`src/tpfm_pkg.sv`:
```
// ----------------------------------------------------------------------------
// tpfm_pkg
// Shared types and constants of the thruster packet failsafe mapper.
// ----------------------------------------------------------------------------
`default_nettype none

package tpfm_pkg;

  // item codes
  localparam logic OP_BYTE = 1'b0;
  localparam logic OP_TICK = 1'b1;

  // frame layout
  localparam logic [7:0] START_BYTE = 8'hAA;
  localparam logic [7:0] STOP_BYTE  = 8'h55;

  localparam logic [1:0] POS_START = 2'd0;
  localparam logic [1:0] POS_SURGE = 2'd1;
  localparam logic [1:0] POS_SWAY  = 2'd2;
  localparam logic [1:0] POS_STOP  = 2'd3;

  localparam logic [15:0] ELAPSED_MAX = 16'hFFFF;

  // command scaling: q = (m * RECIP_127) >> RECIP_SHIFT equals m / 127 for m < 2^17
  localparam logic [6:0]  CMD_FULL    = 7'd127;
  localparam logic [17:0] RECIP_127   = 18'd132105;
  localparam int          RECIP_SHIFT = 24;

  // register map
  localparam int          ADDR_W      = 4;
  localparam logic [1:0]  REG_NEUTRAL = 2'd0;
  localparam logic [1:0]  REG_DELTA   = 2'd1;
  localparam logic [1:0]  REG_TIMEOUT = 2'd2;

  localparam logic [10:0] NEUTRAL_RST = 11'd1500;
  localparam logic [9:0]  DELTA_RST   = 10'd500;
  localparam logic [15:0] TIMEOUT_RST = 16'd1000;

  typedef struct packed {
    logic [7:0] surge_cmd;
    logic [7:0] sway_cmd;
    logic       good;
    logic       bad;
    logic       failsafe;
  } item_t;

  localparam int ITEM_W = $bits(item_t);

endpackage

`default_nettype wire

```
`src/tpfm_queue.sv`:
```
// ----------------------------------------------------------------------------
// tpfm_queue
// Small register FIFO between the frame tracker and the width pipeline.
// ----------------------------------------------------------------------------
`default_nettype none

module tpfm_queue #(
  parameter int WIDTH = 19,
  parameter int DEPTH = 4
) (
  input  wire logic             clk,
  input  wire logic             rst_n,
  input  wire logic             push,
  input  wire logic [WIDTH-1:0] push_data,
  input  wire logic             pop,
  output logic [WIDTH-1:0]      head_data,
  output logic                  full,
  output logic                  empty
);

  localparam int PTR_W = (DEPTH > 1) ? $clog2(DEPTH) : 1;
  localparam int CNT_W = $clog2(DEPTH + 1);
  localparam logic [PTR_W-1:0] PTR_LAST = PTR_W'(DEPTH - 1);
  localparam logic [CNT_W-1:0] CNT_FULL = CNT_W'(DEPTH);

  logic [WIDTH-1:0] mem_r [DEPTH];
  logic [PTR_W-1:0] wr_ptr_r, wr_ptr_nxt;
  logic [PTR_W-1:0] rd_ptr_r, rd_ptr_nxt;
  logic [CNT_W-1:0] count_r, count_nxt;
  logic             do_push, do_pop;

  assign full      = (count_r == CNT_FULL);
  assign empty     = (count_r == '0);
  assign do_push   = push && !full;
  assign do_pop    = pop && !empty;
  assign head_data = mem_r[rd_ptr_r];

  always_comb begin
    wr_ptr_nxt = wr_ptr_r;
    rd_ptr_nxt = rd_ptr_r;
    count_nxt  = count_r;
    if (do_push) begin
      wr_ptr_nxt = (wr_ptr_r == PTR_LAST) ? '0 : wr_ptr_r + PTR_W'(1);
    end
    if (do_pop) begin
      rd_ptr_nxt = (rd_ptr_r == PTR_LAST) ? '0 : rd_ptr_r + PTR_W'(1);
    end
    if (do_push && !do_pop) begin
      count_nxt = count_r + CNT_W'(1);
    end else if (do_pop && !do_push) begin
      count_nxt = count_r - CNT_W'(1);
    end
  end

  always_ff @(posedge clk) begin
    if (!rst_n) begin
      wr_ptr_r <= '0;
      rd_ptr_r <= '0;
      count_r  <= '0;
    end else begin
      wr_ptr_r <= wr_ptr_nxt;
      rd_ptr_r <= rd_ptr_nxt;
      count_r  <= count_nxt;
    end
  end

  always_ff @(posedge clk) begin
    if (do_push) begin
      mem_r[wr_ptr_r] <= push_data;
    end
  end

endmodule

`default_nettype wire

```
`src/tpfm_front.sv`:
```
// ----------------------------------------------------------------------------
// tpfm_front
// Accepts bytes and ticks, tracks the frame and the timeout, classifies items.
// ----------------------------------------------------------------------------
`default_nettype none

module tpfm_front (
  input  wire logic        clk,
  input  wire logic        rst_n,
  input  wire logic        in_valid,
  output logic             in_ready,
  input  wire logic        in_op,
  input  wire logic [7:0]  in_rx_byte,
  input  wire logic [15:0] timeout_ms,
  input  wire logic        q_full,
  output logic             push,
  output tpfm_pkg::item_t  push_item
);

  logic [1:0]  pos_r, pos_nxt;
  logic [7:0]  start_r, start_nxt;
  logic [7:0]  surge_pend_r, surge_pend_nxt;
  logic [7:0]  sway_pend_r, sway_pend_nxt;
  logic [7:0]  surge_cmd_r, surge_cmd_nxt;
  logic [7:0]  sway_cmd_r, sway_cmd_nxt;
  logic [15:0] elapsed_r, elapsed_nxt;
  logic        seen_r, seen_nxt;
  logic        good, bad;

  assign in_ready = !q_full;
  assign push     = in_valid && in_ready;

  always_comb begin
    pos_nxt        = pos_r;
    start_nxt      = start_r;
    surge_pend_nxt = surge_pend_r;
    sway_pend_nxt  = sway_pend_r;
    surge_cmd_nxt  = surge_cmd_r;
    sway_cmd_nxt   = sway_cmd_r;
    elapsed_nxt    = elapsed_r;
    seen_nxt       = seen_r;
    good           = 1'b0;
    bad            = 1'b0;
    if (in_op == tpfm_pkg::OP_BYTE) begin
      unique case (pos_r)
        tpfm_pkg::POS_START: start_nxt      = in_rx_byte;
        tpfm_pkg::POS_SURGE: surge_pend_nxt = in_rx_byte;
        tpfm_pkg::POS_SWAY:  sway_pend_nxt  = in_rx_byte;
        tpfm_pkg::POS_STOP: begin
          if (start_r == tpfm_pkg::START_BYTE && in_rx_byte == tpfm_pkg::STOP_BYTE) begin
            surge_cmd_nxt = surge_pend_r;
            sway_cmd_nxt  = sway_pend_r;
            elapsed_nxt   = '0;
            seen_nxt      = 1'b1;
            good          = 1'b1;
          end else begin
            bad = 1'b1;
          end
        end
        default: ;
      endcase
      pos_nxt = pos_r + 2'd1;
    end else if (elapsed_r != tpfm_pkg::ELAPSED_MAX) begin
      elapsed_nxt = elapsed_r + 16'd1;
    end
  end

  always_comb begin
    push_item.surge_cmd = surge_cmd_nxt;
    push_item.sway_cmd  = sway_cmd_nxt;
    push_item.good      = good;
    push_item.bad       = bad;
    push_item.failsafe  = !seen_nxt || (elapsed_nxt > timeout_ms);
  end

  always_ff @(posedge clk) begin
    if (!rst_n) begin
      pos_r        <= '0;
      start_r      <= '0;
      surge_pend_r <= '0;
      sway_pend_r  <= '0;
      surge_cmd_r  <= '0;
      sway_cmd_r   <= '0;
      elapsed_r    <= '0;
      seen_r       <= 1'b0;
    end else if (push) begin
      pos_r        <= pos_nxt;
      start_r      <= start_nxt;
      surge_pend_r <= surge_pend_nxt;
      sway_pend_r  <= sway_pend_nxt;
      surge_cmd_r  <= surge_cmd_nxt;
      sway_cmd_r   <= sway_cmd_nxt;
      elapsed_r    <= elapsed_nxt;
      seen_r       <= seen_nxt;
    end
  end

endmodule

`default_nettype wire

```
`src/tpfm_back.sv`:
```
// ----------------------------------------------------------------------------
// tpfm_back
// Three-stage width pipeline: scale, divide by 127, offset from neutral.
// ----------------------------------------------------------------------------
`default_nettype none

module tpfm_back (
  input  wire logic        clk,
  input  wire logic        rst_n,
  input  wire logic [10:0] neutral_width_us,
  input  wire logic [9:0]  max_delta_us,
  input  wire logic        q_empty,
  input  wire tpfm_pkg::item_t head_item,
  output logic             pop,
  output logic             out_valid,
  input  wire logic        out_ready,
  output logic [11:0]      out_surge_width_us,
  output logic [11:0]      out_sway_width_us,
  output logic             out_frame_good,
  output logic             out_frame_bad,
  output logic             out_failsafe_active
);

  typedef struct packed {
    logic good;
    logic bad;
    logic failsafe;
    logic surge_neg;
    logic sway_neg;
  } flags_t;

  logic        adv;
  logic        s1_valid_r, s2_valid_r, out_valid_r;
  flags_t      s1_flags_r, s2_flags_r, s1_flags_nxt;
  logic [16:0] s1_surge_prod_r, s1_sway_prod_r;
  logic [16:0] surge_prod_nxt, sway_prod_nxt;
  logic [9:0]  s2_surge_q_r, s2_sway_q_r;
  logic [34:0] surge_recip, sway_recip;
  logic [11:0] surge_w_nxt, sway_w_nxt;
  logic [11:0] surge_w_r, sway_w_r;
  logic        good_r, bad_r, fs_r;
  logic [6:0]  surge_mag, sway_mag;

  function automatic logic [6:0] cmd_mag(input logic [7:0] cmd);
    logic [6:0] m;
    if (cmd == 8'h80) begin
      m = tpfm_pkg::CMD_FULL;
    end else if (cmd[7]) begin
      m = 7'(-cmd);
    end else begin
      m = cmd[6:0];
    end
    return m;
  endfunction

  function automatic logic [11:0] apply(input logic [10:0] neutral, input logic [9:0] q,
                                        input logic neg);
    logic [11:0] w;
    if (!neg) begin
      w = {1'b0, neutral} + {2'b0, q};
    end else if ({1'b0, q} > neutral) begin
      w = '0;
    end else begin
      w = {1'b0, neutral} - {2'b0, q};
    end
    return w;
  endfunction

  assign adv = !out_valid_r || out_ready;
  assign pop = adv && !q_empty;

  assign surge_mag      = cmd_mag(head_item.surge_cmd);
  assign sway_mag       = cmd_mag(head_item.sway_cmd);
  assign surge_prod_nxt = {10'd0, surge_mag} * {7'd0, max_delta_us};
  assign sway_prod_nxt  = {10'd0, sway_mag} * {7'd0, max_delta_us};

  always_comb begin
    s1_flags_nxt.good      = head_item.good;
    s1_flags_nxt.bad       = head_item.bad;
    s1_flags_nxt.failsafe  = head_item.failsafe;
    s1_flags_nxt.surge_neg = head_item.surge_cmd[7];
    s1_flags_nxt.sway_neg  = head_item.sway_cmd[7];
  end

  assign surge_recip = {18'd0, s1_surge_prod_r} * {17'd0, tpfm_pkg::RECIP_127};
  assign sway_recip  = {18'd0, s1_sway_prod_r} * {17'd0, tpfm_pkg::RECIP_127};

  assign surge_w_nxt = s2_flags_r.failsafe ? {1'b0, neutral_width_us}
                     : apply(neutral_width_us, s2_surge_q_r, s2_flags_r.surge_neg);
  assign sway_w_nxt  = s2_flags_r.failsafe ? {1'b0, neutral_width_us}
                     : apply(neutral_width_us, s2_sway_q_r, s2_flags_r.sway_neg);

  always_ff @(posedge clk) begin
    if (!rst_n) begin
      s1_valid_r  <= 1'b0;
      s2_valid_r  <= 1'b0;
      out_valid_r <= 1'b0;
    end else if (adv) begin
      s1_valid_r  <= !q_empty;
      s2_valid_r  <= s1_valid_r;
      out_valid_r <= s2_valid_r;
    end
  end

  always_ff @(posedge clk) begin
    if (adv) begin
      s1_flags_r      <= s1_flags_nxt;
      s1_surge_prod_r <= surge_prod_nxt;
      s1_sway_prod_r  <= sway_prod_nxt;
      s2_flags_r      <= s1_flags_r;
      s2_surge_q_r    <= surge_recip[tpfm_pkg::RECIP_SHIFT +: 10];
      s2_sway_q_r     <= sway_recip[tpfm_pkg::RECIP_SHIFT +: 10];
      surge_w_r       <= surge_w_nxt;
      sway_w_r        <= sway_w_nxt;
      good_r          <= s2_flags_r.good;
      bad_r           <= s2_flags_r.bad;
      fs_r            <= s2_flags_r.failsafe;
    end
  end

  assign out_valid           = out_valid_r;
  assign out_surge_width_us  = surge_w_r;
  assign out_sway_width_us   = sway_w_r;
  assign out_frame_good      = good_r;
  assign out_frame_bad       = bad_r;
  assign out_failsafe_active = fs_r;

endmodule

`default_nettype wire

```
`src/thruster_packet_failsafe_mapper.sv`:
```
// ----------------------------------------------------------------------------
// thruster_packet_failsafe_mapper
// Frames serial bytes into surge/sway commands and maps them to pulse widths.
// ----------------------------------------------------------------------------
// Input channel (in_valid/in_ready): one item per handshake, either a received
// byte (in_op = byte) or a one millisecond tick (in_op = tick). Every item
// gives one result item on the out_ channel with both pulse widths and the
// frame good, frame bad and failsafe flags.
// The frame tracker takes one item per cycle unless the queue is full and
// pushes its classification into a QDEPTH-entry queue; the width pipeline
// (scale multiply, reciprocal multiply for the divide by 127, neutral offset)
// drains it; each result passes the scale, divide and offset registers.
// Throughput: one item per cycle while the queue is not full.
// A waiting result with out_ready low holds the pipeline; in_ready stays high
// until the queue fills, then drops until the receiver takes results again.
// Reset (rst_n low, synchronous) clears the frame position, the commands,
// the elapsed counter and the frame-seen flag, so outputs start in failsafe;
// registers return to neutral 1500 us, delta 500 us, timeout 1000 ms.
// Registers on APB at 0x0, 0x4, 0x8 must be written while idle; not enforced.
// ----------------------------------------------------------------------------
`default_nettype none

module thruster_packet_failsafe_mapper #(
  parameter int QDEPTH = 4
) (
  input  wire logic                          clk,
  input  wire logic                          rst_n,
  input  wire logic                          in_valid,
  output logic                               in_ready,
  input  wire logic                          in_op,
  input  wire logic [7:0]                    in_rx_byte,
  output logic                               out_valid,
  input  wire logic                          out_ready,
  output logic [11:0]                        out_surge_width_us,
  output logic [11:0]                        out_sway_width_us,
  output logic                               out_frame_good,
  output logic                               out_frame_bad,
  output logic                               out_failsafe_active,
  input  wire logic                          psel,
  input  wire logic                          penable,
  input  wire logic                          pwrite,
  input  wire logic [tpfm_pkg::ADDR_W-1:0]   paddr,
  input  wire logic [31:0]                   pwdata,
  output logic [31:0]                        prdata,
  output logic                               pready
);

  logic [10:0]     neutral_r;
  logic [9:0]      delta_r;
  logic [15:0]     timeout_r;
  logic            cfg_wr;
  logic [1:0]      reg_idx;

  logic            q_full, q_empty, push, pop;
  tpfm_pkg::item_t push_item, head_item;

  assign pready  = 1'b1;
  assign reg_idx = paddr[3:2];
  assign cfg_wr  = psel && penable && pwrite && pready;

  always_ff @(posedge clk) begin
    if (!rst_n) begin
      neutral_r <= tpfm_pkg::NEUTRAL_RST;
      delta_r   <= tpfm_pkg::DELTA_RST;
      timeout_r <= tpfm_pkg::TIMEOUT_RST;
    end else if (cfg_wr) begin
      unique case (reg_idx)
        tpfm_pkg::REG_NEUTRAL: neutral_r <= pwdata[10:0];
        tpfm_pkg::REG_DELTA:   delta_r   <= pwdata[9:0];
        tpfm_pkg::REG_TIMEOUT: timeout_r <= pwdata[15:0];
        default: ;
      endcase
    end
  end

  always_comb begin
    unique case (reg_idx)
      tpfm_pkg::REG_NEUTRAL: prdata = {21'd0, neutral_r};
      tpfm_pkg::REG_DELTA:   prdata = {22'd0, delta_r};
      tpfm_pkg::REG_TIMEOUT: prdata = {16'd0, timeout_r};
      default:               prdata = '0;
    endcase
  end

  tpfm_front u_front (
    .clk        (clk),
    .rst_n      (rst_n),
    .in_valid   (in_valid),
    .in_ready   (in_ready),
    .in_op      (in_op),
    .in_rx_byte (in_rx_byte),
    .timeout_ms (timeout_r),
    .q_full     (q_full),
    .push       (push),
    .push_item  (push_item)
  );

  tpfm_queue #(
    .WIDTH (tpfm_pkg::ITEM_W),
    .DEPTH (QDEPTH)
  ) u_queue (
    .clk       (clk),
    .rst_n     (rst_n),
    .push      (push),
    .push_data (push_item),
    .pop       (pop),
    .head_data (head_item),
    .full      (q_full),
    .empty     (q_empty)
  );

  tpfm_back u_back (
    .clk                 (clk),
    .rst_n               (rst_n),
    .neutral_width_us    (neutral_r),
    .max_delta_us        (delta_r),
    .q_empty             (q_empty),
    .head_item           (head_item),
    .pop                 (pop),
    .out_valid           (out_valid),
    .out_ready           (out_ready),
    .out_surge_width_us  (out_surge_width_us),
    .out_sway_width_us   (out_sway_width_us),
    .out_frame_good      (out_frame_good),
    .out_frame_bad       (out_frame_bad),
    .out_failsafe_active (out_failsafe_active)
  );

  a_good_bad_excl: assert property (@(posedge clk) disable iff (!rst_n)
    out_valid |-> !(out_frame_good && out_frame_bad))
    else $error("frame good and bad on the same item");

  a_good_not_failsafe: assert property (@(posedge clk) disable iff (!rst_n)
    (out_valid && out_frame_good) |-> !out_failsafe_active)
    else $error("failsafe right after a good frame");

  a_failsafe_equal: assert property (@(posedge clk) disable iff (!rst_n)
    (out_valid && out_failsafe_active) |-> (out_surge_width_us == out_sway_width_us))
    else $error("failsafe widths differ");

  a_no_accept_when_full: assert property (@(posedge clk) disable iff (!rst_n)
    (q_full && !pop) |=> !(in_valid && in_ready && $past(q_full) && q_full))
    else $error("item accepted into a full queue");

endmodule

`default_nettype wire

```
`config.mk`:
```
export PLATFORM = sky130hd
export DESIGN_NAME = thruster_packet_failsafe_mapper
export DESIGN_NICKNAME = d
export VERILOG_FILES = /design/src/tpfm_pkg.sv /design/src/tpfm_queue.sv /design/src/tpfm_front.sv /design/src/tpfm_back.sv /design/src/thruster_packet_failsafe_mapper.sv
export SDC_FILE = /design/constraint.sdc
export NUM_CORES = 1
export LEC_CHECK = 0
export ABC_AREA = 1
export BUFFER_PORTS_ARGS = -buffer_cell sky130_fd_sc_hd__buf_2
export CELL_PAD_IN_SITES_DETAIL_PLACEMENT = 1
export CELL_PAD_IN_SITES_GLOBAL_PLACEMENT = 1
export CORE_MARGIN = 5
export CORE_UTILIZATION = 30
export CTS_CLUSTER_SIZE = 10
export DETAILED_ROUTE_END_ITERATION = 12
export HOLD_SLACK_MARGIN = 0.02
export PLACE_DENSITY = 0.54
export SLEW_MARGIN = 20
export SYNTH_ARGS = -nofsm -noshare
export SYNTH_HDL_FRONTEND = slang
export SYNTH_SLANG_ARGS = --single-unit
```
`constraint.sdc`:
```
create_clock -name clk -period 6.1 [get_ports clk]
set_input_delay 0.915 -clock clk [delete_from_list [all_inputs] [get_ports clk]]
set_output_delay 0.915 -clock clk [all_outputs]
set_load 0.02 [all_outputs]
```
==> results of run 1 <==
[cells in the final DEF, fill, tap and decap left out, drive strengths merged, types with 13 or more instances in the layout]
cell,instances
nor3,31
edfxtp,167
inv,526
clkinv,18
nor2,288
nand4,35
buf,117
dfxtp,108
o21ai,181
o211ai,19
nand3,182
nand2,712
clkbuf,56
o21bai,13
a21oi,192
fa,107
ha,311
xor2,34
conb,17
[registers in the layout, indices dropped and copies added (netlist names), 5 cells and up, named ones only]
signal,cells
u_back.s2_flags_r,5
u_front.sway_cmd_r,8
u_back.s2_sway_q_r,10
u_back.s1_surge_prod_r,17
u_front.elapsed_r,16
neutral_r,11
u_front.start_r,8
timeout_r,16
u_back.out_sway_width_us,12
delta_r,10
u_front.surge_cmd_r,8
u_back.out_surge_width_us,12
u_back.s1_flags_r,5
u_front.sway_pend_r,8
u_back.s1_sway_prod_r,17
u_front.surge_pend_r,8
u_back.s2_surge_q_r,10
u_queue.mem_r,76
[repair_timing]
action                     4_1_cts  5_1_grt
buffers inserted                 0        2
resized for setup                0       19
setup endpoints to repair        0       15
hold buffers                     0        0
[worst max path at each step]
stage	start	to
floorplan	flop	u_back.s1_surge_prod_r[12]
global placement	flop	u_back.s1_sway_prod_r[15]
detailed placement	flop	u_back.s1_sway_prod_r[15]
CTS	flop	u_back.s1_sway_prod_r[15]
global route	flop	u_back.s1_sway_prod_r[15]
finish	flop	u_back.s1_surge_prod_r[12]
[cells by family after synthesis]
group | synth area share, %
adders and majority gates | 25.5
other | 0.0317
and+or+nand+nor | 22.0
buffers and inverters | 10.2
AOI/OAI and AO/OA | 10.4
DFF | 30.3
xor gates and xnor gates | 1.59
[routing by layer]
metal	routed length, um	GRT usage (%)	share of wire [%]
met1	34700	22.8	46
met2	36500	30.9	49
met3	2300	2.15	3.1
met4	1600	3.80	2.1
met5	17	0	0.023
[critical path, cell delays in order, from the launching register on]
cell      delay (ns)
dfxtp_2         0.38
buf_12          0.22
nand2_1         0.07
nand3_1         0.08
nand2_1         0.14
ha_1            0.23
nand3_1         0.19
a21oi_1         0.09
nand3b_2        0.28
buf_4           0.20
nand2_1         0.06
inv_1           0.05
fa_1            0.48
inv_1           0.06
fa_1            0.53
inv_1           0.06
fa_1            0.54
inv_1           0.06
fa_1            0.54
inv_1           0.05
ha_1            0.39
nand2_1         0.17
o21ai_0         0.33
nand2_1         0.12
nand3_1         0.09
nand2_1         0.05
[per-stage QoR]
step	hold slack [ns]	setup WS, ns	utilization, %	std cells
floorplan	0.400	0.716	-	3092
global placement	0.404	0.213	32.2	4167
detailed placement	0.406	0.118	32.2	4167
CTS	0.419	0.0832	33.7	4235
global route	0.433	0.00175	33.8	4237
finish	0.417	0.389	33.8	4237
[final cells by class]
class	instances	area, um2
Fill cell	9615	52000
Clock buffer	56	1060
Tap cell	1050	1310
Multi-Input combinational cell	2195	14200
Inverter	532	2000
Clock inverter	12	134
Timing Repair Buffer	117	712
Sequential cell	275	7180
==> impl_metrics.py, run 1 <==
metrics = {
    "min_path": {
        "hold_start": "u_back.s1_flags_r[4]",
        "holdPathStages": 0,
        "min_path_type": "flop to flop",
        "min_to": "u_back.s2_flags_r[4]",
    },
    "worst_setup_path": {
        "critPathKind": "flop to flop",
        "r2r_slack_ns": 0.39,
        "crit_fanout": 38,
        "cp.arrival_ns": 6.02,
        "setup.worst_path.start_class": "flop",
        "reg2reg_to": "u_back.s1_surge_prod_r[12]",
        "end_kind": "flop",
        "rr_worst_depth": 25,
        "cp.required_ns": 6.41,
    },
    "floorplanning": {
        "die_y_um": 291,
        "fp.coreArea_um2": 78600,
        "start_util_pct": 30.1,
        "io-pin-count": 114,
        "row_count": 103,
        "die_width_um": 291,
        "fp.dieArea_um2": 84700,
    },
    "timing": {
        "rsz0062_at_grt": "false",
        "tightest_slew_ns": 0.925,
        "skew_ns": 0.0415,
        "finalSetupViolCount": 0,
        "period_needed_ns": 5.71,
        "maxSlewHeadroom_pct": 38.1,
        "slew_violations": 0,
        "finalHoldViolations": 0,
        "max_freq_mhz": 175,
        "period_share_pct": 93.6,
        "final.setup.tns_ns": 0,
    },
    "placement": {
        "io_buffers": 78,
        "place_hpwl_um": 60400,
        "routabilityCongestion": 0.877,
        "placed_area_um2": 25300,
    },
    "outcome": {
        "status": "completed",
    },
    "route": {
        "drt_iter0_markers": 945,
        "ant_nets": 0,
        "via_per_inst": 4.80,
        "firstDrtPassIters": 5,
        "wirelength_um": 75200,
        "wire_per_inst_um": 17.7,
        "drc": 0,
        "num_vias": 20340,
    },
    "synthesis": {
        "synth_top_area_share_pct": 21.2,
        "synth_edf_count": 167,
        "synth_cells": 3077,
        "synth_async_sr_flop_share_pct": 0,
        "syn_area_per_cell_um2": 7.70,
        "syn_area_um2": 23700,
        "synth_top_area_cell": "edfxtp_1",
        "synthFlopType": "edfxtp_1",
        "synth_common_cells": "708 x nand2_1, 512 x inv_1, 311 x ha_1, 285 x nor2_1, 192 x a21oi_1",
        "synth_area_leaders": "edfxtp_1 21%, ha_1 16%, nand2_1 11%, dfxtp_1 9.1%, fa_1 9.0%",
        "synth-seq-cells": 275,
        "synth_cell_type_count": 44,
        "synth_most_common_cell": "nand2_1",
        "yosysSeqAreaShare_pct": 30.3,
        "ys_warn_count": 0,
    },
    "layout": {
        "drive_gt1_share_pct": 6.43,
        "diodes": 0,
        "area_growth_pct": 12.3,
        "fin_nets": 3628,
        "fin_area_um2": 26600,
    },
    "global_route": {
        "grt_max_degree": 82,
        "antenna_found_initial": 3,
        "grt_overflow": 0,
        "grt_pass1_wl_um": 119000,
        "grt_pass1_vias": 21732,
        "grt_use_total_pct": 17.4,
    },
    "clocking": {
        "numCtsBuffers": 37,
        "clock-root-buffer": "clkbuf_16",
        "clock-sinks": 275,
        "clk_latency_ns": 0.58,
        "cts_tree": "built",
        "clockBufferDepth": 3,
        "htreeDepth": 2,
        "clk_pin_slew_ns": 0.05,
    },
    "flow_run": {
        "drv_cap": 0,
    },
}
Power of run 1 is left out: the tool's default activity adds up to more than one toggle a clock period on the data nets, which glitch-free logic cannot reach.
==> run 2, diff against run 1 <==
ABC_CLOCK_PERIOD_IN_PS = 6100   (was unset)
CTS_BUF_LIST = sky130_fd_sc_hd__clkbuf_4 sky130_fd_sc_hd__clkbuf_8   (was unset)
==> impl_metrics.py, run 2 (synthesis gave the netlist of run 1 again) <==
metrics = {
    "placement": {
        "dpl_worst_slack_ns": 0.118,
        "io_buffers": 78,
        "place_hpwl_um": 60400,
        "routabilityCongestion": 0.877,
        "placed_cells": 4167,
    },
    "clocking": {
        "clk_pin_slew_ns": 0.06,
        "clk_latency_ns": 0.65,
        "cts_tree": "built",
        "clockBufferDepth": 3,
        "clock-sinks": 275,
        "numCtsBuffers": 53,
        "htreeDepth": 2,
        "clock-root-buffer": "clkbuf_8",
    },
    "route": {
        "wl_met2_um": 36500,
        "drt_iter0_markers": 902,
        "ant_nets": 0,
        "wirelength_um": 75100,
        "via_per_inst": 4.80,
        "met1Wirelength_um": 34700,
        "wire_per_inst_um": 17.6,
        "dr.max_layer_used": "met5",
        "num_vias": 20475,
        "firstDrtPassIters": 5,
        "drc": 0,
        "wl_met3_um": 2160,
    },
    "worst_setup_path": {
        "cp.required_ns": 6.50,
        "path_buf_inv": 7,
        "crit_fanout": 38,
        "critPathKind": "flop to flop",
        "max_stage_delay_ns": 0.54,
        "crit_family": "adder cells",
        "cp_common_cell": "nand2_1",
        "cpMaxStageDelayCell": "fa_1",
        "setup.worst_path.start_class": "flop",
        "cp.arrival_ns": 6.11,
        "end_kind": "flop",
    },
    "timing": {
        "finalSetupViolCount": 0,
        "slew_violations": 0,
        "period_share_pct": 93.5,
        "fin_ws_ns": 0.395,
        "period_needed_ns": 5.70,
        "max_freq_mhz": 175,
        "finalHoldViolations": 0,
        "skew_ns": 0.0559,
        "rsz0062_at_grt": "false",
        "final.setup.tns_ns": 0,
        "tightest_slew_ns": 0.940,
        "maxSlewHeadroom_pct": 37.1,
    },
    "floorplanning": {
        "die_y_um": 291,
        "io-pin-count": 114,
        "start_util_pct": 30.1,
        "row_count": 103,
        "die_width_um": 291,
        "fp.coreArea_um2": 78600,
        "fp.dieArea_um2": 84700,
    },
    "outcome": {
        "status": "completed",
    },
    "layout": {
        "layout_common_cells": "708 x nand2_1, 510 x inv_1, 311 x ha_1",
        "fin_cells": 4270,
        "drive_gt1_share_pct": 7.77,
        "layout_commonest_cell": "nand2_1",
        "area_growth_pct": 12.1,
        "reg_top3": "u_queue.mem_r (76), u_back.s1_surge_prod_r (17), u_back.s1_sway_prod_r (17)",
        "top_register": "u_queue.mem_r",
        "fin_nets": 3644,
        "n_fill_cell": 9637,
        "largest_register_ff_count": 76,
    },
    "global_route": {
        "antenna_found_initial": 3,
        "grt_max_degree": 82,
        "grt_pass1_wl_um": 119000,
        "grt_overflow": 0,
        "grt_pass1_vias": 21917,
        "grt_use_total_pct": 17.4,
    },
    "min_path": {
        "min_path_type": "flop to flop",
    },
    "flow_run": {
        "drv_cap": 0,
    },
}
==> run 2: layer usage <==
| layer | global-route usage (%) | up-vias |
|---|---|---|
| met2 | 30.9 | 252 |
| met4 | 4.07 | 2 |
| met3 | 1.98 | 88 |
| met1 | 22.7 | 9981 |
| li1 | - | 10152 |
| met5 | 0 | - |
==> run 2: what timing repair did <==
item,4_1_cts,5_1_grt
resized for setup,0,19
hold buffers,0,0
buffers inserted,0,2
endpoints found under the setup margin,0,15
==> run 2: layout make-up <==
cell class / count / area, um2 / share of cell area (%)
flip-flops and latches: 275 / 7180 / 27.0
well taps: 1050 / 1310 / 4.95
multi-input cells: 2195 / 14200 / 53.4
repair buffers: 117 / 712 / 2.68
diodes: 1 / 2.50 / 0.00942
inverters: 532 / 2000 / 7.54
clock inverters: 22 / 185 / 0.697
clock buffers: 78 / 973 / 3.66
==> run 2: final timing paths <==
path	cells after the start	endpoint	slack (ns)	from
max	25	u_back.s1_surge_prod_r[12]	0.40	flop
min	0	u_back.s2_flags_r[4]	0.42	u_back.s1_flags_r[4]
max reg2reg	25	u_back.s1_surge_prod_r[12]	0.40	flop
min reg2reg	0	u_back.s2_flags_r[4]	0.42	u_back.s1_flags_r[4]
==> run 2: through the flow <==
stage	hold slack, ns	cell area, um2	utilization, %
after floorplan	0.400	23700	-
after global placement	0.404	25300	32.2
after detailed placement	0.406	25300	32.2
after CTS	0.422	26500	33.7
after global routing	0.434	26600	33.8
final	0.418	26600	33.8
Power of run 2 is left out for the same reason.
==> run 3, diff against run 2 <==
ABC_CLOCK_PERIOD_IN_PS = 4900   (was 6100)
CORE_ASPECT_RATIO = 1.25   (was unset)
PLACE_DENSITY = 0.56   (was 0.54)
clock period = 4.9 ns   (was 6.1 ns; I/O delays follow)
==> impl_metrics.py, run 3 (synthesis gave the netlist of run 1 again) <==
metrics = {
    "global_route": {
        "grt_pass1_wl_um": 123000,
        "antenna_found_initial": 2,
        "grt_max_degree": 81,
        "grt_use_total_pct": 18.1,
        "grt_pass1_vias": 22997,
        "grt_overflow": 0,
    },
    "floorplanning": {
        "fp.dieArea_um2": 84700,
        "die_y_um": 324,
        "io-pin-count": 114,
        "die_width_um": 261,
        "row_count": 115,
        "fp.coreArea_um2": 78600,
        "start_util_pct": 30.2,
    },
    "layout": {
        "reg_top3": "u_queue.mem_r (76), u_back.s1_surge_prod_r (17), u_back.s1_sway_prod_r (17)",
        "layout_common_cells": "669 x nand2_1, 490 x inv_1, 289 x ha_1",
        "drive_gt1_share_pct": 16.2,
        "top_register": "u_queue.mem_r",
        "area_growth_pct": 21.1,
        "fin_nets": 3798,
        "layout_commonest_cell": "nand2_1",
        "largest_register_ff_count": 76,
        "n_fill_cell": 9564,
    },
    "clocking": {
        "clock-root-buffer": "clkbuf_8",
        "htreeDepth": 2,
        "numCtsBuffers": 53,
        "clock-sinks": 275,
        "clockBufferDepth": 3,
        "clk_pin_slew_ns": 0.06,
        "cts_tree": "built",
        "clk_latency_ns": 0.65,
    },
    "worst_setup_path": {
        "crit_fanout": 7,
        "max_stage_delay_ns": 0.49,
        "endpoint": "u_back.s1_sway_prod_r[15]",
        "cp.required_ns": 5.29,
        "end_kind": "flop",
        "r2r_slack_ns": -0.27,
        "rr_worst_depth": 28,
        "critPathKind": "flop to flop",
        "cp.arrival_ns": 5.56,
        "reg2reg_to": "u_back.s1_sway_prod_r[15]",
        "setup.worst_path.start_class": "flop",
        "path_buf_inv": 7,
        "cpMaxStageDelayCell": "fa_1",
        "crit_family": "adder cells",
        "critical_path_cell_count": 28,
    },
    "timing": {
        "slew_violations": 0,
        "finalHoldViolations": 0,
        "fin_ws_ns": -0.272,
        "maxSlewHeadroom_pct": 34.5,
        "tightest_slew_ns": 0.978,
        "final.setup.tns_ns": -4.12,
        "skew_ns": 0.0343,
        "period_needed_ns": 5.17,
        "rsz0062_at_grt": "true",
        "max_freq_mhz": 193,
        "finalSetupViolCount": 20,
        "period_share_pct": 106,
    },
    "route": {
        "ant_nets": 0,
        "firstDrtPassIters": 4,
        "via_per_inst": 4.78,
        "num_vias": 21180,
        "drc": 0,
        "wire_per_inst_um": 17.6,
        "wirelength_um": 77800,
        "drt_iter0_markers": 699,
    },
    "placement": {
        "io_buffers": 78,
        "routabilityCongestion": 0.890,
        "place_hpwl_um": 62100,
    },
    "min_path": {
        "min_path_type": "primary input to flop",
    },
    "flow_run": {
        "drv_cap": 0,
    },
    "outcome": {
        "status": "finished, violations left",
        "violations": "setup timing",
    },
}
[run 3: cell types whose count changed in the layout (fill, tap and decap cells not counted), moves of 17 or more]
cell / change
inv_2: +17
buf_4: +132
nand3_1: -17
ha_1: -22
buf_6: +17
nor2_1: -18
nand2_1: -39
ha_4: +21
a21oi_1: -17
nand2_2: +27
inv_1: -20
[run 3: layer usage]
layer  share of wire (%)  GRT usage (%)  vias to the layer above
met2                  53           35.0                      247
met3                 2.7           2.17                      106
met4                 2.2           3.87                        0
li1                    -              -                    10454
met1                  42           21.4                    10373
met5                   0              0                        -
[run 3: worst register-to-register path: cells and delay by family (launching register included)]
family,cells,cell delay (ns)
fa+ha+maj,6,2.32
compound gates,2,0.23
buf+inv,7,0.63
flops,1,0.40
simple gates,13,1.36
[run 3: worst min-delay path by stage]
stage / startpoint / to / slack, ns / cells after the start
after floorplan: u_back.s2_flags_r[3] / u_back.out_frame_bad / 0.40 / 0
after global placement: u_back.s2_flags_r[4] / u_back.out_frame_good / 0.41 / 0
final: pwdata[9] / timeout_r[9] / 0.38 / 3
after global routing: pwdata[9] / neutral_r[9] / 0.34 / 3
after detailed placement: u_back.s1_flags_r[3] / u_back.s2_flags_r[3] / 0.41 / 0
after CTS: pwdata[9] / timeout_r[9] / 0.31 / 3
[run 3: cell type report]
type	count	area, um2	area share, %
repair buffers	270	1960	6.85
multi-input cells	2196	15000	52.4
clock buffers	80	1010	3.51
clock inverters	20	160	0.558
inverters	532	2020	7.04
well taps	1053	1320	4.59
flip-flops and latches	275	7180	25.0
diodes	2	5.00	0.0174
[run 3: repair_timing]
item                       in CTS  in global routing
setup endpoints to repair      23                 24
gates cloned                    0                  2
resized for setup              33                128
pin swaps                      14                 76
hold buffers                    0                  0
buffers inserted                9                 23
[run 3: stage by stage]
stage	utilization, %	std cells	instance area [um2]	hold WS [ns]	worst slack, ns
floorplan	-	3092	24100	0.400	-0.0746
global placement	33.8	4294	26600	0.408	-0.363
detailed placement	33.8	4294	26600	0.405	-0.442
CTS	35.6	4403	28000	0.313	-0.282
global route	36.5	4427	28700	0.343	-0.544
finish	36.5	4428	28700	0.378	-0.272
Power of run 3 is left out for the same reason.
